$ cat config.mk
export PLATFORM = sky130hd
export DESIGN_NAME = apsd_front
export DESIGN_NICKNAME = d
export VERILOG_FILES = /design/src/hdl/apsd_pkg.sv /design/src/hdl/apsd_front.sv
export SDC_FILE = /design/constraint.sdc
export NUM_CORES = 1
export LEC_CHECK = 0
export BUFFER_PORTS_ARGS = -buffer_cell sky130_fd_sc_hd__clkbuf_2
export CAP_MARGIN = 15
export CORE_MARGIN = 4
export CORE_UTILIZATION = 42
export DETAILED_ROUTE_END_ITERATION = 8
export HOLD_SLACK_MARGIN = 0.02
export PLACE_DENSITY = 0.86
export SYNTH_ARGS = -nofsm -noshare
export SYNTH_HDL_FRONTEND = slang
export SYNTH_SLANG_ARGS = --single-unit
$ cat constraint.sdc
create_clock -name clk_i -period 2.75 [get_ports clk_i]
set_input_delay 0.275 -clock clk_i [delete_from_list [all_inputs] [get_ports clk_i]]
set_output_delay 0.275 -clock clk_i [all_outputs]
set_load 0.005 [all_outputs]
$ cat src/hdl/apsd_pkg.sv
// package for the averaged peak-bin symbol demodulator
// types, register indexes and state codes shared by the apsd modules other than apsd_div
`timescale 1ns / 1ps
`default_nettype none

package apsd_pkg;

  // widest bin and row fields a job can carry (up to 8192 bins, 64 rows)
  localparam int BIN_MAX_W = 13;
  localparam int ROW_MAX_W = 6;

  typedef enum logic [1:0] {
    CFG_MODE = 2'd0,
    CFG_BINS = 2'd1,
    CFG_AVG  = 2'd2
  } apsd_cfg_e;

  typedef struct packed {
    logic        [15:0] power;
    logic signed [15:0] frequency;
  } apsd_in_t;

  typedef struct packed {
    logic signed [15:0] amplitude;
    logic signed [15:0] freq_reference;
  } apsd_out_t;

  // one classified bin on its way from the front to the back
  typedef struct packed {
    logic [15:0]          power;
    logic [15:0]          freq;
    logic [BIN_MAX_W-1:0] bin;
    logic [ROW_MAX_W-1:0] row;
    logic                 last;
  } apsd_job_t;

  typedef enum logic [3:0] {
    ST_CLEAR,
    ST_IDLE,
    ST_SWEEP,
    ST_DRAIN,
    ST_READP,
    ST_REF,
    ST_DIVREF,
    ST_AMP,
    ST_DIVAMP,
    ST_SQRT,
    ST_FINISH
  } apsd_state_e;

endpackage

`default_nettype wire

$ cat src/hdl/apsd_front.sv
// front end: accepts bins, tracks bin and row position, marks the end of a symbol
// depends on apsd_pkg
`timescale 1ns / 1ps
`default_nettype none

module apsd_front import apsd_pkg::*; #(
  parameter int MAX_BINS = 1024,
  parameter int MAX_AVG  = 16,
  localparam int BIN_W = $clog2(MAX_BINS),
  localparam int ROW_W = (MAX_AVG > 1) ? $clog2(MAX_AVG) : 1,
  localparam int NB_W  = $clog2(MAX_BINS + 1),
  localparam int NA_W  = $clog2(MAX_AVG + 1)
) (
  input  wire logic            clk_i,
  input  wire logic            rst_ni,
  input  wire logic            push_i,
  output      logic            full_o,
  input  wire apsd_in_t        in_data_i,
  input  wire logic [NB_W-1:0] nb_i,
  input  wire logic [NA_W-1:0] na_i,
  input  wire logic            q_full_i,
  input  wire logic            clearing_i,
  output      logic            q_push_o,
  output      apsd_job_t       q_data_o
);

  logic [BIN_W-1:0] bin_q, bin_d;
  logic [ROW_W-1:0] row_q, row_d;
  logic             bin_last, row_last;

  assign full_o   = q_full_i | clearing_i;
  assign q_push_o = push_i & ~full_o;

  assign bin_last = (32'(bin_q) + 32'd1) >= 32'(nb_i);
  assign row_last = (32'(row_q) + 32'd1) >= 32'(na_i);

  always_comb begin
    q_data_o.power = in_data_i.power;
    q_data_o.freq  = in_data_i.frequency;
    q_data_o.bin   = BIN_MAX_W'(bin_q);
    q_data_o.row   = ROW_MAX_W'(row_q);
    q_data_o.last  = bin_last;
    bin_d = bin_q;
    row_d = row_q;
    if (q_push_o) begin
      if (bin_last) begin
        bin_d = '0;
        row_d = row_last ? '0 : row_q + ROW_W'(1);
      end else begin
        bin_d = bin_q + BIN_W'(1);
      end
    end
  end

  always_ff @(posedge clk_i or negedge rst_ni) begin
    if (!rst_ni) begin
      bin_q <= '0;
      row_q <= '0;
    end else begin
      bin_q <= bin_d;
      row_q <= row_d;
    end
  end

endmodule

`default_nettype wire

### Yosys cells after proc, flatten, opt, wreduce, memory -nomap -nowiden

Index checks and enable logic that the tools add are counted.

| word-level totals | value |
|---|---|
| flip-flop bits (word level) | 14 |
| latch bits | 0 |
| bits in writable memories | 0 |
| memory bits (read-only) | 0 |
| bits of input ports | 53 |
| output and inout bits | 54 |
| logic and storage cells | 14 |
| memories | 0 |

| operators by class | value |
|---|---|
| add/sub/neg operators | 4 |
| $mul | 0 |
| div/mod/pow operators | 0 |
| magnitude comparators | 2 |
| equality and inequality tests | 0 |
| shift operators | 0 |
| multiplexer cells | 2 |
| bitwise gates (word level) | 3 |
| reductions and logical operators | 1 |

Operators with widths:

| kind | count |
|---|---|
| adder 10 x 1 -> 11 bit, second input constant | 1 |
| greater-or-equal comparator 11 bit | 1 |
| adder 10 x 1 -> 10 bit, second input constant | 1 |
| 2-to-1 mux 10 bit | 1 |
| adder 4 x 1 -> 5 bit, second input constant | 1 |
| greater-or-equal comparator 5 bit | 1 |
| adder 4 x 1 -> 4 bit, second input constant | 1 |
| 2-to-1 mux 4 bit | 1 |
| AND reduction 2 bit | 1 |
| bitwise AND 1 bit | 1 |
| NOT 1 bit | 1 |
| bitwise OR 1 bit | 1 |

### Depth between registers and ports, before layout

| depth | value |
|---|---|
| depth in word-level cells | 4 |
| mapped depth | 11 |
| gate-level depth less buffers | 10 |

### Least setup slack after synthesis

Ideal clock, no wire load.

| path | value |
|---|---|
| path kind | register -> output |
| from | reg bin_q[0] |
| to | out q_data_o[0] in the netlist's numbering |
| arrival | 2238 ps |
| required time | 2475 ps |
| path slack | 237 ps |
| stages on the path, launching flop included | 12 |
| path buffers | 2 |
| path through | dfrtp_1 > ha_1 > and2_1 > nand4_1 > xnor2_1 > ha_1 > a21oi_1 > nor2_1 > a211oi_4 > buf_2 > nand2_2 > buf_4 |

| between the ends | value |
|---|---|
| word-level cells in the longest chain between the ends | 2 |

RTL lines:

| item | line | source |
|---|---|---|
| start, declared | apsd_front.sv:27 | `logic [BIN_W-1:0] bin_q, bin_d;` |
| start signal, assigned | apsd_front.sv:60 | `bin_q <= bin_d;` |
| adder 10 x 1 -> 11 bit | apsd_front.sv:34 | `assign bin_last = (32'(bin_q) + 32'd1) >= 32'(nb_i);` |
| greater-or-equal comparator 11 bit | apsd_front.sv:34 |  |
| end, declared | apsd_front.sv:24 | `output apsd_job_t q_data_o` |

No other way between the ends.

==> impl_metrics.ini <==
[logic_synthesis]
yosysMostFrequentCell = buf_4
synth-seq-cells = 14
syn_inst = 182
async_flop_share_pct = 100.0
synth_area_sq_mm = 0.001540
synth.yosys.seq_area_share_pct = 22.75
synthTopCellsByCount = 38 x buf_4, 19 x inv_1, 18 x ha_1, 16 x nand2_1, 14 x dfrtp_1
synth_edf_count = 0
ys.flop_type = dfrtp_1
synth.distinct_cells = 40
synthTopCellsByArea = dfrtp_1 23%, buf_4 19%, ha_1 15%
ys_warn_count = 0
avgSynthCellArea_sq_um = 8.463
netlist.area_leader.share_pct = 22.75
yosysTopAreaCell = dfrtp_1

[route]
routed_wl_mm = 3.208
drc = 0
final_antenna_net_count = 0
drt_iter0_drc = 67
num_vias = 1264
wire_per_inst_microns = 13.04
vias_per_cell = 5.138
drtPass1Iterations = 4

[timing]
fin_setup_tns_ns = 0
fmax_mhz = 382.3
clock-skew-final_ns = 0.005384
fin_crit_sh_pct = 95.11
drv_slew = 0
finalHoldViolCount = 0
worstMarginPinSlew_ns = 0.5418
timing.final.crit_period_ns = 2.616
setup_viol = 0
slew_headroom_pct = 63.79

[placed_design]
gp_congestion = 0.9177
dp_hpwl_mm = 2.451
portBuffers = 37

[hold_path]
hold_class = in2async

[die]
design.die.area_sq_mm = 0.004700
core-area_sq_mm = 0.003442
start_util_pct = 44.75
fp.dieH_microns = 68.56
rows = 21
io_pins = 107
die_w_microns = 68.56

[final_layout]
fillers = 325
layout.area.seq_sq_um = 352.8
drive_above_1_share_pct = 33.50
area_growth_pct = 9.342
antennaDiodeCount = 0
nNetsFinal = 272
multiInputGateArea_sq_um = 850.8

[status]
status = finished clean

[cts]
cts.path.max_buffers = 2
clock-sinks = 14
cts_max_level = 1
cts-buffers-inserted = 3
cts_tree = built
clk_pin_slew_ns = 0.06
root_buffer = clkbuf_8
insertion_delay_ns = 0.25

[critical_path]
endpoint_kind = output port
worst_setup_path_start_kind = register
arrival_ns = 2.34
ff2ff_setup_slack_ns = 0.17
required_ns = 2.48
path_max_fanout = 4
worstSetupPathType = reg2out

[power]
combPwrFrac_pct = 42.9
fin_total_pwr_uw = 832.6
p_per_area_mw_per_mm2 = 494.4
leakagePower_uw = 0.0009553
vdd_drop_max_mv = 0.1331
swShare_pct = 35.02
power.share.clock_pct = 25.0
p_int_uw = 541.0
p_seq_share_pct = 32.2
p_sw_uw = 291.6

[job]
drv_cap = 0

[global_routing]
first_global_vias = 1182
grt_start_max_net_pins = 15
grt_overflow_total = 0
antenna_found_initial = 0
grt_first_pass_wirelength_mm = 5.154
grt.total_usage_pct = 14.57
-- path summary, 6_finish.rpt --
| kind | from | end | depth (start not counted) |
|---|---|---|---|
| max in group asynchronous | rst_ni | bin_q[3] | 2 |
| max | bin_q[4] | q_data_o[0] | 10 |
| max reg2reg | bin_q[4] | row_q[0] | 11 |
| min reg2reg | bin_q[3] | bin_q[3] | 2 |
| min | rst_ni | bin_q[1] | 2 |
| min in group clk_i | in_data_i[1] | q_data_o[21] | 0 |
-- layout by cell type (no fill, tap or decap), types with 5 or more instances in the layout --
cell / synthesis / layout
nand3_1: 7 / 7
inv_1: 19 / 19
ha_1: 18 / 18
clkbuf_2: 0 / 37
conb_1: 1 / 5
dfrtp_1: 14 / 12
buf_4: 38 / 13
nand2_1: 16 / 16
and2_1: 5 / 5
-- power groups by stage --
stage | logic, uW | clock network [uW] | registers [uW]
floorplan | 225 | 0 | 285
global placement | 312 | 0 | 272
detailed placement | 316 | 0 | 276
CTS | 320 | 210 | 272
global route | 408 | 217 | 273
finish | 357 | 208 | 268
-- state kept, by name (all words and copies together) (netlist names) --
signal,flops
bin_q,10
row_q,4
-- kinds of logic after synthesis --
group / Yosys count / share of synthesized area, %
multiplexers: 4 / 2.924
XOR/XNOR: 9 / 5.117
buffers and inverters: 61 / 24.69
AO/OA/AOI/OAI: 26 / 13.00
adder cells (fa/ha/maj): 18 / 14.62
AND/OR/NAND/NOR: 49 / 16.65
other: 1 / 0.2435
flip-flops: 14 / 22.75
-- worst max-delay path, cell delays in order, from the launching register on --
cell and delay, ns:
dfrtp_1 0.39, and3_4 0.20, and2_1 0.17, nand4_1 0.16, xnor2_2 0.18, ha_1 0.29
a21oi_1 0.14, nor2_1 0.08, a211oi_4 0.23, nand2_2 0.12, clkbuf_2 0.13
-- metrics by stage --
step,setup WS (ns),hold WS (ns),instance area [sq um],std cells,util [%]
detailed placement,0.1101,0.2061,1545,235,44.89
CTS,0.02292,0.4762,1625,242,47.22
global route,-0.01453,0.4969,1684,246,48.93
floorplan,0.2373,-0.02059,1555,186,-
finish,0.1343,0.4694,1684,246,48.93
global placement,0.2258,0.2002,1545,235,44.89
-- metal layers --
| metal | vias to the layer above | part of all wire [%] | track usage, % | wire length [microns] |
|---|---|---|---|---|
| met2 | 56 | 49 | 24.20 | 1563 |
| met5 | - | 0 | 0 | 0 |
| li1 | 609 | - | - | - |
| met3 | 11 | 6.7 | 3.079 | 216 |
| met1 | 588 | 42 | 17.64 | 1343 |
| met4 | 0 | 2.6 | 7.444 | 85 |
-- layout make-up --
type,instances,share of cell area (%)
Clock buffer,4,3.269
Inverter,20,4.458
Multi-Input combinational cell,111,50.52
Sequential cell,14,20.95
Tap cell,46,3.418
Timing Repair Buffer,51,17.38
-- what timing repair did --
item,CTS,global route
pin swaps,2,3
resized for setup,0,7
gates cloned,0,0
hold endpoints to repair,14,0
hold buffers,1,0
setup buffers,2,4
setup endpoints to repair,1,9
Note: power is estimated with default switching activity, not from simulation.
