$ cat config.mk
export PLATFORM = sky130hd
export DESIGN_NAME = apsd_queue
export DESIGN_NICKNAME = d
export VERILOG_FILES = /design/src/hdl/apsd_pkg.sv /design/src/hdl/apsd_queue.sv
export SDC_FILE = /design/constraint.sdc
export NUM_CORES = 1
export LEC_CHECK = 0
export ABC_CLOCK_PERIOD_IN_PS = 3700
export BUFFER_PORTS_ARGS = -buffer_cell sky130_fd_sc_hd__buf_4
export CORE_UTILIZATION = 45
export DETAILED_ROUTE_END_ITERATION = 7
export GPL_TIMING_DRIVEN = 0
export PLACE_DENSITY = 0.7
export SYNTH_ARGS = -nofsm -noshare
export SYNTH_HDL_FRONTEND = slang
export SYNTH_SLANG_ARGS = --single-unit
$ cat constraint.sdc
create_clock -name clk_i -period 3.7 [get_ports clk_i]
set_clock_uncertainty 0.15 [all_clocks]
set_input_delay 1.11 -clock clk_i [delete_from_list [all_inputs] [get_ports clk_i]]
set_output_delay 1.11 -clock clk_i [all_outputs]
set_load 0.05 [all_outputs]
$ cat src/hdl/apsd_pkg.sv
// package for the averaged peak-bin symbol demodulator
// types, register indexes and state codes shared by the apsd modules other than apsd_div
`timescale 1ns / 1ps
`default_nettype none

package apsd_pkg;

  // widest bin and row fields a job can carry (up to 8192 bins, 64 rows)
  localparam int BIN_MAX_W = 13;
  localparam int ROW_MAX_W = 6;

  typedef enum logic [1:0] {
    CFG_MODE = 2'd0,
    CFG_BINS = 2'd1,
    CFG_AVG  = 2'd2
  } apsd_cfg_e;

  typedef struct packed {
    logic        [15:0] power;
    logic signed [15:0] frequency;
  } apsd_in_t;

  typedef struct packed {
    logic signed [15:0] amplitude;
    logic signed [15:0] freq_reference;
  } apsd_out_t;

  // one classified bin on its way from the front to the back
  typedef struct packed {
    logic [15:0]          power;
    logic [15:0]          freq;
    logic [BIN_MAX_W-1:0] bin;
    logic [ROW_MAX_W-1:0] row;
    logic                 last;
  } apsd_job_t;

  typedef enum logic [3:0] {
    ST_CLEAR,
    ST_IDLE,
    ST_SWEEP,
    ST_DRAIN,
    ST_READP,
    ST_REF,
    ST_DIVREF,
    ST_AMP,
    ST_DIVAMP,
    ST_SQRT,
    ST_FINISH
  } apsd_state_e;

endpackage

`default_nettype wire

$ cat src/hdl/apsd_queue.sv
// two-entry job queue between the front and the back
// depends on apsd_pkg
`timescale 1ns / 1ps
`default_nettype none

module apsd_queue import apsd_pkg::*; (
  input  wire logic      clk_i,
  input  wire logic      rst_ni,
  input  wire logic      push_i,
  input  wire apsd_job_t data_i,
  output      logic      full_o,
  input  wire logic      pop_i,
  output      apsd_job_t data_o,
  output      logic      empty_o
);

  apsd_job_t  ent_q [2];
  logic       wr_q, wr_d;
  logic       rd_q, rd_d;
  logic [1:0] cnt_q, cnt_d;
  logic       do_push, do_pop;

  assign full_o  = cnt_q == 2'd2;
  assign empty_o = cnt_q == 2'd0;
  assign data_o  = ent_q[rd_q];
  assign do_push = push_i & ~full_o;
  assign do_pop  = pop_i & ~empty_o;

  always_comb begin
    wr_d  = do_push ? ~wr_q : wr_q;
    rd_d  = do_pop ? ~rd_q : rd_q;
    cnt_d = cnt_q;
    if (do_push && !do_pop) begin
      cnt_d = cnt_q + 2'd1;
    end else if (!do_push && do_pop) begin
      cnt_d = cnt_q - 2'd1;
    end
  end

  always_ff @(posedge clk_i) begin
    if (do_push) begin
      ent_q[wr_q] <= data_i;
    end
  end

  always_ff @(posedge clk_i or negedge rst_ni) begin
    if (!rst_ni) begin
      wr_q  <= 1'b0;
      rd_q  <= 1'b0;
      cnt_q <= 2'd0;
    end else begin
      wr_q  <= wr_d;
      rd_q  <= rd_d;
      cnt_q <= cnt_d;
    end
  end

endmodule

`default_nettype wire

## Yosys cells after proc, flatten, opt, wreduce, memory -nomap -nowiden

Memory sizes are Yosys's and may differ from the RTL's.
Index checks and enable logic that the tools add are counted.
W data, S select, Z words.

- Register bits after elaboration: 4
- Bits in latches: 0
- RAM bits: 104
- ROM bits: 0
- Input port bits: 56
- Output and inout bits: 54
- Memories: 1

Memory list:

| memory | words | bits a word | rd ports | clocked after memory_dff | wr ports | line | RTL |
|---|---|---|---|---|---|---|---|
| ent_q | 2 | 52 | 1 | 0 | 1 | apsd_queue.sv:17 | `apsd_job_t ent_q [2];` |

- $add $sub $neg: 2
- Multiply operators: 0
- Divide/modulo/power cells: 0
- $lt $le $gt $ge: 0
- Eq/ne operators: 1
- Shift-type cells: 0
- Muxes and demuxes: 4
- Bitwise operators: 6
- Reductions and logical operators: 6

Operators by type and width:

| cell | number |
|---|---|
| $mux W2 | 2 |
| $not A1 Y1 | 4 |
| $add A2 B1 Y2 const B | 1 |
| $and A1 B1 Y1 | 2 |
| $eq A2 B2 Y1 const B | 1 |
| $logic_and A1 B1 Y1 | 2 |
| $logic_not A1 Y1 | 2 |
| $logic_not A2 Y1 | 1 |
| $mux W1 | 2 |
| $reduce_bool A2 Y1 | 1 |
| $sub A2 B1 Y2 const B | 1 |

## Longest topological paths before layout

Gate-level depths: netlist of run 1.

- Depth in word-level cells: 7
- Gate-level depth with buffers: 7
- Gate-level depth less buffers: 7

## Worst setup path after synthesis of run 1

No wires, ideal clock.

- Kind: input port to flip-flop
- Start: input port push_i
- End: memory ent_q[0][0] (netlist bit) (enable)
- Setup time: 462 ps
- Arrival: 3379 ps
- Required time: 3088 ps
- Setup slack: -291 ps
- Cell stages on the path: 2
- Path buffers: 0
- Cell sequence: nand2_1 > nor2_1

- Word-level cells in the longest chain between the ends: 3

Ends and longest elaborated chain:

| element | line | RTL |
|---|---|---|
| start, declared | apsd_queue.sv:9 | `input wire logic push_i,` |
| $and A1 B1 Y1 | apsd_queue.sv:26 | `assign do_push = push_i & ~full_o;` |
| $mux W1 | apsd_queue.sv:41 | `if (do_push) begin` |
| $mux W1 (not written as such) | apsd_queue.sv:42 | `ent_q[wr_q] <= data_i;` |
| end, declared | apsd_queue.sv:17 |  |

No other way between the ends.

==> impl_summary.log, run 1 <==
INFO  metric report.final.setup_viol = 0
INFO  metric vias = about 2000
INFO  metric layout_setup_ws = 888 ps
INFO  metric worstPathArrival = between 1500 and 2000 ps
INFO  metric cts-root-buf = sky130_fd_sc_hd__clkbuf_8
INFO  metric port_buffers = 109
INFO  metric yosysTopAreaCell = sky130_fd_sc_hd__edfxtp_1
INFO  metric drt.antenna.violating_nets = 0
INFO  metric worst_margin_pin_slew = a little under 800 ps
INFO  metric r2r_setup_slack = between 1500 and 2000 ps
INFO  metric layout-drive-gt1-share = 0.599
INFO  metric worst_ir_drop_vdd = ~700 uV
INFO  metric synth_top_cells_by_area = sky130_fd_sc_hd__edfxtp_1 (74%), sky130_fd_sc_hd__mux2_4 (18%), sky130_fd_sc_hd__buf_12 (2.4%)
INFO  metric critical_path.max_fanout = 10
INFO  metric rsz0062_at_grt = no
INFO  metric start_kind = flop
INFO  metric ys_ff_latch = between 100 and 150
INFO  metric syn_area = 4200 um^2
INFO  metric syn-num-nets = ~240
INFO  metric r2r_start = cnt_q[0]$_DFFE_PN0P_
INFO  metric postCtsSetupBuffers = 0
INFO  metric grt_antenna_before_repair = 0
INFO  metric syn_avg_cell_area = around 23 um^2
INFO  metric status = finished, final reports clean
INFO  metric cts-hold-fix-buffers = 0
INFO  metric multi_input_area = approximately 870 um^2
INFO  metric final_min_period_over_clock_period = 0.760
INFO  metric synthDominantCellAreaShare = 0.744
INFO  metric syn_to_final_growth = 28.2%
INFO  metric fin_nets = 360
INFO  metric place_congestion = about 0.66
INFO  metric slew_headroom = 0.473
INFO  metric first_global_vias = 2065
INFO  metric design.core.area = ~8900 um^2
INFO  metric preCtsSetupSlack = around 940 ps
INFO  metric timing.setup.critical_path_class = flop to output pin
INFO  metric timing.final.hold_violations = 0
INFO  metric postSynthCellCount = ~180
INFO  metric layout.filler_cells = 657
INFO  metric synthesis.yosys.warnings = 0
INFO  metric grt_start_max_net_pins = 31
INFO  metric holdPathEnd = cnt_q[1]$_DFFE_PN0P_
INFO  metric clock_pin_slew_of_the_registers_on_the_worst_case_setup_and_hold_paths = 90 ps
INFO  metric hold_path_class = flop to flop
INFO  metric initial_core_util = 0.472
INFO  metric max_clock_freq = roughly 360 MHz
INFO  metric hpwl = between 4000 and 5000 um
INFO  metric routed_wire_length_per_instance = approximately 16 um
INFO  metric grt_overflow_total = 0
INFO  metric clock_latency = ~340 ps
INFO  metric die-area = about 9700 um^2
INFO  metric grt_pass1_wl = about 10000 um
INFO  metric layout.area.seq = about 3200 um^2
INFO  metric postCtsResizedCells = 0
INFO  metric grtUsageTotal = 0.142
INFO  metric critPathMaxStageDelay = roughly 350 ps
INFO  metric synth_top_cells_by_count = sky130_fd_sc_hd__edfxtp_1 (104), sky130_fd_sc_hd__mux2_4 (49), sky130_fd_sc_hd__buf_12 (5), sky130_fd_sc_hd__dfrtp_1 (4)
INFO  metric power.leakage = ~2.2 nW
INFO  metric cap_violations = 0
INFO  metric cts_buffer_depth = 2
INFO  metric detail_route.drc_violations = 0
INFO  metric asyncSetResetFlopFracSynth = 0.0370
INFO  metric clock_tree.htree_level_count = 3
INFO  metric chipHeight = ~99 um
INFO  metric timing.rr.end = ent_q[0][17]$_DFFE_PP_
INFO  metric min_path_cells = 1
INFO  metric ys_types = 15
INFO  metric diodes = 0
INFO  metric synth_enable_flop_cells = around 100
INFO  metric final.min_clock_period = 2810 ps
INFO  metric synthMostInstantiatedCell = sky130_fd_sc_hd__edfxtp_1
INFO  metric dr.first_iter.drc_count = between 50 and 60
INFO  metric yosys_most_used_dff = sky130_fd_sc_hd__edfxtp_1
INFO  metric utilization = 0.606
INFO  metric pin_count = 110
INFO  metric critPathRequiredTime = ~2400 ps
INFO  metric vias_per_cell = a little under 5
INFO  metric end_kind = output pin
INFO  metric tritoncts = done
INFO  metric worst_path_cell_trace = buf_6 -> buf_12 -> mux2_4 -> buf_4
INFO  metric synth_seq_area_share = 0.767
INFO  metric r2r.worst_path.cells = 4
INFO  metric die_width = about 100 um
INFO  metric placementRows = 34
INFO  metric timing.final.max_slew_violations = 0
INFO  metric routed_wirelength = ~6600 um
INFO  metric slowest_stage = sky130_fd_sc_hd__dfrtp_1
INFO  metric cpLargestDelayFamily = buffers and inverters
INFO  metric cp_num_buf_inv = 3
INFO  metric cts_buffers = 9
INFO  metric hold_path_startpoint = cnt_q[1]$_DFFE_PN0P_
INFO  metric cts.sinks = between 100 and 150
INFO  metric number_of_iterations_in_the_first_detailed_routing_pass = 4
INFO  metric p_per_area = 910 nW/um^2
-- final cells by class --
type | count | share of cell area
flip-flops and latches | 108 | 0.599
multi-input cells | 65 | 0.161
repair buffers | 111 | 0.159
well taps | 108 | 0.0251
clock buffers | 11 | 0.0244
plain buffers | 6 | 0.0207
clock inverters | 4 | 0.00953
inverters | 2 | 0.00139
-- through the flow --
stage	cell area (um^2)	std cells	setup TNS, ps	hold WS (ps)	power, mW
floorplan	4200	181	0	329	3.66
global placement	5160	398	-20510	344	4.24
detailed placement	5200	400	0	357	4.28
CTS	5390	415	0	371	4.96
global route	5390	415	0	369	5.11
finish	5390	415	0	375	4.90
-- routing by layer --
metal	vias to the layer above	wire [um]	GRT usage
met5	-	0	0
met4	0	74	0.0631
met2	75	3240	0.225
met3	9	379	0.0418
met1	983	2930	0.183
li1	943	-	-
-- cells in the final DEF, fill, tap and decap left out, types with 2 or more instances in the layout --
| cell | instances |
|---|---|
| sky130_fd_sc_hd__clkbuf_8 | 9 |
| sky130_fd_sc_hd__edfxtp_1 | 104 |
| sky130_fd_sc_hd__nor2_1 | 2 |
| sky130_fd_sc_hd__xor2_1 | 2 |
| sky130_fd_sc_hd__buf_12 | 7 |
| sky130_fd_sc_hd__xnor2_1 | 3 |
| sky130_fd_sc_hd__dfrtp_1 | 4 |
| sky130_fd_sc_hd__mux2_2 | 3 |
| sky130_fd_sc_hd__buf_4 | 109 |
| sky130_fd_sc_hd__mux2_4 | 49 |
| sky130_fd_sc_hd__inv_1 | 2 |
| sky130_fd_sc_hd__clkbuf_1 | 2 |
-- logic make-up (layout without fill, tap and decap cells) --
group	count (synthesis)	in the layout	share of synthesized area
compound gates	1	1	0.00119
xor+xnor	5	5	0.0104
fa+ha+maj	1	1	0.00298
buf+inv	8	134	0.0283
flops	108	108	0.767
mux	52	52	0.183
simple gates	6	6	0.00655
-- sequential cells by signal, indices dropped and copies added, names as in the netlist --
signal	flops
cnt_q	2
ent_q	104
rd_q	1
wr_q	1
-- worst reg2reg max path: stages, from the launching register on --
cell                       delay, ps
sky130_fd_sc_hd__dfrtp_1         450
sky130_fd_sc_hd__nand2b_1        180
sky130_fd_sc_hd__nand2_1         150
sky130_fd_sc_hd__nor2_4          630
sky130_fd_sc_hd__buf_12          280
-- report_power, final --
part	total, mW	internal (mW)	switching, mW
clock	0.676	0.310	0.366
combinational	2.47	0.964	1.51
sequential	1.75	1.67	0.0790
-- worst max-delay path by stage --
stage,startpoint,to,slack [ps],depth (start not counted)
6_report,rd_q$_DFFE_PN0P_,data_o[48],890,4
5_1_grt,rd_q$_DFFE_PN0P_,data_o[48],820,4
4_1_cts,rd_q$_DFFE_PN0P_,data_o[48],850,4
3_5_place_dp,push_i,ent_q[0][16]$_DFFE_PP_,940,4
3_3_place_gp,push_i,ent_q[0][30]$_DFFE_PP_,-330,3
2_1_floorplan,push_i,ent_q[0][0]$_DFFE_PP_,570,2
(Power assumes the default switching activity.)
==> run 2: changes to the inputs <==
--- a/config.mk
+++ b/config.mk
@@ -5,7 +5,7 @@
 export SDC_FILE = /design/constraint.sdc
 export NUM_CORES = 1
 export LEC_CHECK = 0
-export ABC_CLOCK_PERIOD_IN_PS = 3700
+export ABC_CLOCK_PERIOD_IN_PS = 2700
 export BUFFER_PORTS_ARGS = -buffer_cell sky130_fd_sc_hd__buf_4
 export CORE_UTILIZATION = 45
 export DETAILED_ROUTE_END_ITERATION = 7
==> constraint.sdc (replaced) <==
create_clock -name clk_i -period 2.7 [get_ports clk_i]
set_clock_uncertainty 0.15 [all_clocks]
set_input_delay 0.81 -clock clk_i [delete_from_list [all_inputs] [get_ports clk_i]]
set_output_delay 0.81 -clock clk_i [all_outputs]
set_load 0.05 [all_outputs]
==> run 2 against run 1 <==
Net effect:
- register-to-register slack lost 940 ps
- clock power grew 34%
- combinational power grew 37%
- critical endpoint is now data_o[51]
- largest power group unchanged
==> impl_summary.log, run 2 (same netlist as run 1, synthesis figures left out) <==
INFO  metric worst_ir_drop_vdd = 562 uV (-21%)
INFO  metric cap_violations = 0 (unchanged)
INFO  metric critPathRequiredTime = 1740 ps (-700 ps)
INFO  metric final_min_period_over_clock_period = 0.935
INFO  metric r2r.worst_path.cells = 4 (unchanged)
INFO  metric pin_count = 110 (unchanged)
INFO  metric drt.antenna.violating_nets = 0 (unchanged)
INFO  metric status = finished, final reports clean
INFO  metric worst_margin_pin_slew = 752 ps (-35.8 ps)
INFO  metric grt_antenna_before_repair = 0 (unchanged)
INFO  metric place_congestion = 0.672 (+2.3%)
INFO  metric placementRows = 34 (unchanged)
INFO  metric die-area = 9720 um^2 (unchanged)
INFO  metric power.leakage = 2.17 nW (about the same)
INFO  metric vias_per_cell = 4.88 (+0.65%)
INFO  metric r2r_start = cnt_q[0]$_DFFE_PN0P_
INFO  metric largest_register = ent_q
INFO  metric first_global_vias = 1975 (-4.4%)
INFO  metric grt_pass1_wl = 10300 um (+0.54%)
INFO  metric slew_headroom = 0.497 (+0.0239)
INFO  metric layout_commonest_cell = sky130_fd_sc_hd__buf_4
INFO  metric clock_pin_slew_of_the_registers_on_the_worst_case_setup_and_hold_paths = 90 ps (about the same)
INFO  metric r2r_setup_slack = 610 ps (-940 ps)
INFO  metric vias = 2028 (+0.90%)
INFO  metric routed_wire_length_per_instance = 16.1 um (+1.2%)
INFO  metric cts_buffer_depth = 2 (unchanged)
INFO  metric report.final.setup_viol = 0 (unchanged)
INFO  metric fin_nets = 360 (unchanged)
INFO  metric initial_core_util = 0.472 (unchanged)
INFO  metric cts_buffers = 9 (unchanged)
INFO  metric rsz0062_at_grt = no
INFO  metric worstPathArrival = 1570 ps (+20 ps)
INFO  metric routed_wirelength = 6710 um (+1.5%)
INFO  metric p_per_area = 1240 nW/um^2 (+37%)
INFO  metric layout_setup_ws = 174 ps (-713 ps)
INFO  metric timing.final.hold_violations = 0 (unchanged)
INFO  metric timing.final.max_slew_violations = 0 (unchanged)
INFO  metric layout_common_cells = sky130_fd_sc_hd__buf_4 (109), sky130_fd_sc_hd__edfxtp_1 (104), sky130_fd_sc_hd__mux2_4 (49)
INFO  metric hpwl = 4590 um (+6.1%)
INFO  metric cts-root-buf = sky130_fd_sc_hd__clkbuf_8
INFO  metric tritoncts = done
INFO  metric grtUsageTotal = 0.142 (+0.000423)
INFO  metric clock_tree.htree_level_count = 3 (unchanged)
INFO  metric critical_path.max_fanout = 10 (unchanged)
INFO  metric end_kind = output pin
INFO  metric dr.first_iter.drc_count = 85 (+44%)
INFO  metric grt_overflow_total = 0 (unchanged)
INFO  metric die_width = 98.6 um (unchanged)
INFO  metric timing.rr.end = ent_q[0][10]$_DFFE_PP_
INFO  metric hold_path_class = input port to asynchronous set/reset pin
INFO  metric number_of_iterations_in_the_first_detailed_routing_pass = 4 (unchanged)
INFO  metric grt_start_max_net_pins = 31 (unchanged)
INFO  metric chipHeight = 98.6 um (unchanged)
INFO  metric start_kind = flop
INFO  metric cts.sinks = 108 (unchanged)
INFO  metric layout-drive-gt1-share = 0.604 (+0.00455)
INFO  metric largest_registers = ent_q (104), cnt_q (2)
INFO  metric postCtsSetupBuffers = 0 (unchanged)
INFO  metric max_clock_freq = 396 MHz
INFO  metric diodes = 0 (unchanged)
INFO  metric fin_total_pwr = 6.70 mW (+37%)
INFO  metric syn_to_final_growth = 28.2% (about the same)
INFO  metric design.core.area = 8890 um^2 (unchanged)
INFO  metric port_buffers = 109 (unchanged)
INFO  metric preCtsSetupSlack = 291 ps (-651 ps)
INFO  metric largest_reg_flops = 104 (unchanged)
INFO  metric clock_latency = 340 ps (about the same)
INFO  metric final.setup.tns = 0 ps (unchanged)
INFO  metric detail_route.drc_violations = 0 (unchanged)
INFO  metric cts-hold-fix-buffers = 0 (unchanged)
INFO  metric postCtsResizedCells = 0 (unchanged)
INFO  metric final.min_clock_period = about 2500 ps
INFO  metric timing.setup.critical_path_class = flop to output pin
run 2: changes by cell type in the layout (fill, tap and decap cells not counted), sizes merged:
cell and change:
clkinv +1, inv +3, bufinv -1, clkbuf -2
run 2: per-stage QoR:
stage	std cells	cell area [um^2]	util	hold WS, ps
after floorplan	181	4210	-	336
after global placement	398	5160	0.580	350
after detailed placement	400	5200	0.585	362
after CTS	416	5390	0.606	64.1
after global routing	416	5390	0.606	57.7
final	416	5390	0.606	87.7
run 2: layout make-up:
type	count	area, um^2
buffer	6	111
sequential	108	3220
fill	669	3500
clock inverter	7	60.1
multi-input combinational	65	867
clock buffer	9	124
inverter	2	7.51
tap	108	135
timing repair buffer	111	858
run 2: metal layers:
layer,track usage,part of all wire,vias to the layer above
met5,0,0,-
met4,0.0551,0.011,0
met1,0.171,0.41,989
li1,-,-,949
met2,0.239,0.51,81
met3,0.0468,0.070,9
run 2: worst max path at each step:
| stage | cells after the start | startpoint | endpoint | slack, ps |
|---|---|---|---|---|
| floorplan | 1 | push_i | ent_q[1][0]$_DFFE_PP_ | 50 |
| global placement | 2 | push_i | ent_q[1][25]$_DFFE_PP_ | -750 |
| detailed placement | 4 | push_i | ent_q[0][25]$_DFFE_PP_ | 290 |
| CTS | 4 | rd_q$_DFFE_PN0P_ | data_o[51] | 140 |
| global route | 4 | rd_q$_DFFE_PN0P_ | data_o[51] | 90 |
| finish | 4 | rd_q$_DFFE_PN0P_ | data_o[51] | 170 |
run 2: critical path, stage by stage, from the launching register on:
cell	delay (ps)
sky130_fd_sc_hd__dfrtp_1	350
sky130_fd_sc_hd__buf_6	190
sky130_fd_sc_hd__buf_12	170
sky130_fd_sc_hd__mux2_4	310
sky130_fd_sc_hd__buf_4	190
run 2: where the power goes:
group / switching (mW) / internal [mW]
logic: 2.07 / 1.32
clock network: 0.551 / 0.352
registers: 0.108 / 2.29
==> run 3: changes to the inputs <==
--- a/config.mk
+++ b/config.mk
@@ -10,7 +10,7 @@
 export CORE_UTILIZATION = 45
 export DETAILED_ROUTE_END_ITERATION = 7
 export GPL_TIMING_DRIVEN = 0
-export PLACE_DENSITY = 0.7
+export PLACE_DENSITY = 0.78
 export SYNTH_ARGS = -nofsm -noshare
 export SYNTH_HDL_FRONTEND = slang
 export SYNTH_SLANG_ARGS = --single-unit
==> run 3 against run 2 <==
Net effect:
- worst hold slack worse by 10 ps
- sequential share of layout area about the same
- design area is essentially flat
- register-to-register slack lost 30 ps
- total power up 0.38%
- via count fell by 0.84%
- global-route usage grew 0.11 points
==> impl_summary.log, run 3 (same netlist as run 1, synthesis figures left out) <==
INFO  metric cts_buffers = 9 (unchanged)
INFO  metric layout_commonest_cell = sky130_fd_sc_hd__buf_4
INFO  metric layout-drive-gt1-share = 0.594 (-0.00974)
INFO  metric pin_count = 110 (unchanged)
INFO  metric vias_per_cell = 4.83 (-0.84%)
INFO  metric design.core.area = 8890 um^2 (unchanged)
INFO  metric die-area = 9720 um^2 (unchanged)
INFO  metric rsz0062_at_grt = no
INFO  metric cts.sinks = 108 (unchanged)
INFO  metric timing.final.hold_violations = 0 (unchanged)
INFO  metric place_congestion = 0.650 (-3.2%)
INFO  metric drt.antenna.violating_nets = 0 (unchanged)
INFO  metric report.final.setup_viol = 0 (unchanged)
INFO  metric number_of_iterations_in_the_first_detailed_routing_pass = 4 (unchanged)
INFO  metric critical_path.max_fanout = 10 (unchanged)
INFO  metric largest_register = ent_q
INFO  metric initial_core_util = 0.472 (unchanged)
INFO  metric layout.area.seq = 3220 um^2 (unchanged)
INFO  metric clock_tree.htree_level_count = 3 (unchanged)
INFO  metric clockPowerShare = 0.140 (+0.005)
INFO  metric grt_pass1_wl = 10400 um (+1.4%)
INFO  metric cts-root-buf = sky130_fd_sc_hd__clkbuf_8
INFO  metric timing.final.max_slew_violations = 0 (unchanged)
INFO  metric grtUsageTotal = 0.143 (+0.00107)
INFO  metric grt_start_max_net_pins = 31 (unchanged)
INFO  metric final.min_clock_period = 2510 ps (-11.3 ps)
INFO  metric r2r_setup_slack = 580 ps (-30 ps)
INFO  metric multi_input_area = 867 um^2 (unchanged)
INFO  metric power.net_switching = 2.68 mW (-1.9%)
INFO  metric cap_violations = 0 (unchanged)
INFO  metric port_buffers = 109 (unchanged)
INFO  metric layout_common_cells = sky130_fd_sc_hd__buf_4 (109), sky130_fd_sc_hd__edfxtp_1 (104), sky130_fd_sc_hd__mux2_4 (49)
INFO  metric r2r.worst_path.cells = 4 (unchanged)
INFO  metric largest_reg_flops = 104 (unchanged)
INFO  metric tritoncts = done
INFO  metric power.leakage = 2.17 nW (-0.14%)
INFO  metric max_clock_freq = 398 MHz (+0.45%)
INFO  metric postCtsSetupBuffers = 0 (unchanged)
INFO  metric grt_overflow_total = 0 (unchanged)
INFO  metric clock_latency = 350 ps (about the same)
INFO  metric final.setup.tns = 0 ps (unchanged)
INFO  metric layout.filler_cells = 640 (-4.3%)
INFO  metric utilization = 0.606 (about the same)
INFO  metric grt_antenna_before_repair = 0 (unchanged)
INFO  metric placementRows = 34 (unchanged)
INFO  metric slew_headroom = 0.473 (-0.0239)
INFO  metric routed_wirelength = 6570 um (-2.1%)
INFO  metric first_global_vias = 2110 (+6.8%)
INFO  metric cts-hold-fix-buffers = 0 (unchanged)
INFO  metric timing.rr.end = ent_q[0][10]$_DFFE_PP_
INFO  metric routed_wire_length_per_instance = 15.8 um (-2.1%)
INFO  metric hold_path_class = input port to asynchronous set/reset pin
INFO  metric critPathRequiredTime = 1740 ps (about the same)
INFO  metric worstPathArrival = 1550 ps (-20 ps)
INFO  metric hpwl = 4430 um (-3.6%)
INFO  metric syn_to_final_growth = 28.3% (about the same)
INFO  metric clock_pin_slew_of_the_registers_on_the_worst_case_setup_and_hold_paths = 100 ps (about the same)
INFO  metric detail_route.drc_violations = 0 (unchanged)
INFO  metric worst_ir_drop_vdd = 705 uV (+25%)
INFO  metric vias = 2011 (-0.84%)
INFO  metric int_pwr = 4.04 mW (+2.0%)
INFO  metric power_frac_seq = 0.357 (about the same)
INFO  metric p_per_area = 1250 nW/um^2 (+0.35%)
INFO  metric diodes = 0 (unchanged)
INFO  metric timing.setup.critical_path_class = flop to output pin
INFO  metric cts_buffer_depth = 2 (unchanged)
INFO  metric fin_nets = 360 (unchanged)
INFO  metric final_min_period_over_clock_period = 0.931 (-0.00418)
INFO  metric end_kind = output pin
INFO  metric critPathLaunch = rd_q$_DFFE_PN0P_
INFO  metric r2r_start = cnt_q[0]$_DFFE_PN0P_
INFO  metric status = finished, final reports clean
INFO  metric die_width = 98.6 um (unchanged)
INFO  metric sw_frac_of_total = 0.399 (-0.00940)
INFO  metric postCtsResizedCells = 0 (unchanged)
INFO  metric worst_margin_pin_slew = 788 ps (+35.8 ps)
INFO  metric start_kind = flop
INFO  metric chipHeight = 98.6 um (unchanged)
INFO  metric power_frac_comb = 0.503 (-0.004)
INFO  metric largest_registers = ent_q (104), cnt_q (2)
INFO  metric fin_total_pwr = 6.72 mW (+0.38%)
INFO  metric dr.first_iter.drc_count = 68 (-20%)
INFO  metric critical_path_end = data_o[7]
## run 3: per-layer routing
layer  up-vias  global-route usage  share of wire
li1        945                   -              -
met1       984               0.174           0.42
met2        72               0.242           0.51
met3        10              0.0404          0.054
met4         0              0.0608          0.017
met5         -                   0              0
## run 3: worst max-delay path: stages, from the launching register on
cell and delay [ps]:
sky130_fd_sc_hd__dfrtp_1 350, sky130_fd_sc_hd__buf_6 180, sky130_fd_sc_hd__buf_12 170, sky130_fd_sc_hd__mux2_4 310, sky130_fd_sc_hd__buf_4 190
## run 3: worst min path at each step
stage	to	slack [ps]	startpoint
6_report	cnt_q[0]$_DFFE_PN0P_	80	rst_ni
5_1_grt	cnt_q[0]$_DFFE_PN0P_	40	rst_ni
4_1_cts	cnt_q[0]$_DFFE_PN0P_	50	rst_ni
3_5_place_dp	cnt_q[1]$_DFFE_PN0P_	370	cnt_q[1]$_DFFE_PN0P_
3_3_place_gp	cnt_q[1]$_DFFE_PN0P_	350	cnt_q[1]$_DFFE_PN0P_
2_1_floorplan	cnt_q[1]$_DFFE_PN0P_	340	cnt_q[1]$_DFFE_PN0P_
## run 3: power by group through the flow
stage | Clock (mW) | Combinational [mW] | Sequential, mW
final | 0.938 | 3.38 | 2.40
after global routing | 1.03 | 3.53 | 2.44
after CTS | 0.965 | 3.43 | 2.41
after detailed placement | 0 | 3.43 | 2.44
after global placement | 0 | 3.35 | 2.44
after floorplan | 0 | 2.60 | 2.42
## run 3: metrics by stage
step | instance area (um^2) | worst slack [ps] | hold WS [ps] | instances
after floorplan | 4210 | 49.4 | 336 | 181
after global placement | 5160 | -672 | 351 | 398
after detailed placement | 5200 | 259 | 367 | 400
after CTS | 5390 | 140 | 51.3 | 416
after global routing | 5390 | 93.8 | 42.9 | 416
final | 5390 | 186 | 77.5 | 416
## run 3: area by class of cell
type / count / area share
sequential: 108 / 0.598
clock inverter: 4 / 0.00929
multi-input combinational: 65 / 0.161
clock buffer: 12 / 0.0251
buffer: 6 / 0.0207
inverter: 2 / 0.00139
timing repair buffer: 111 / 0.159
tap: 108 / 0.0251
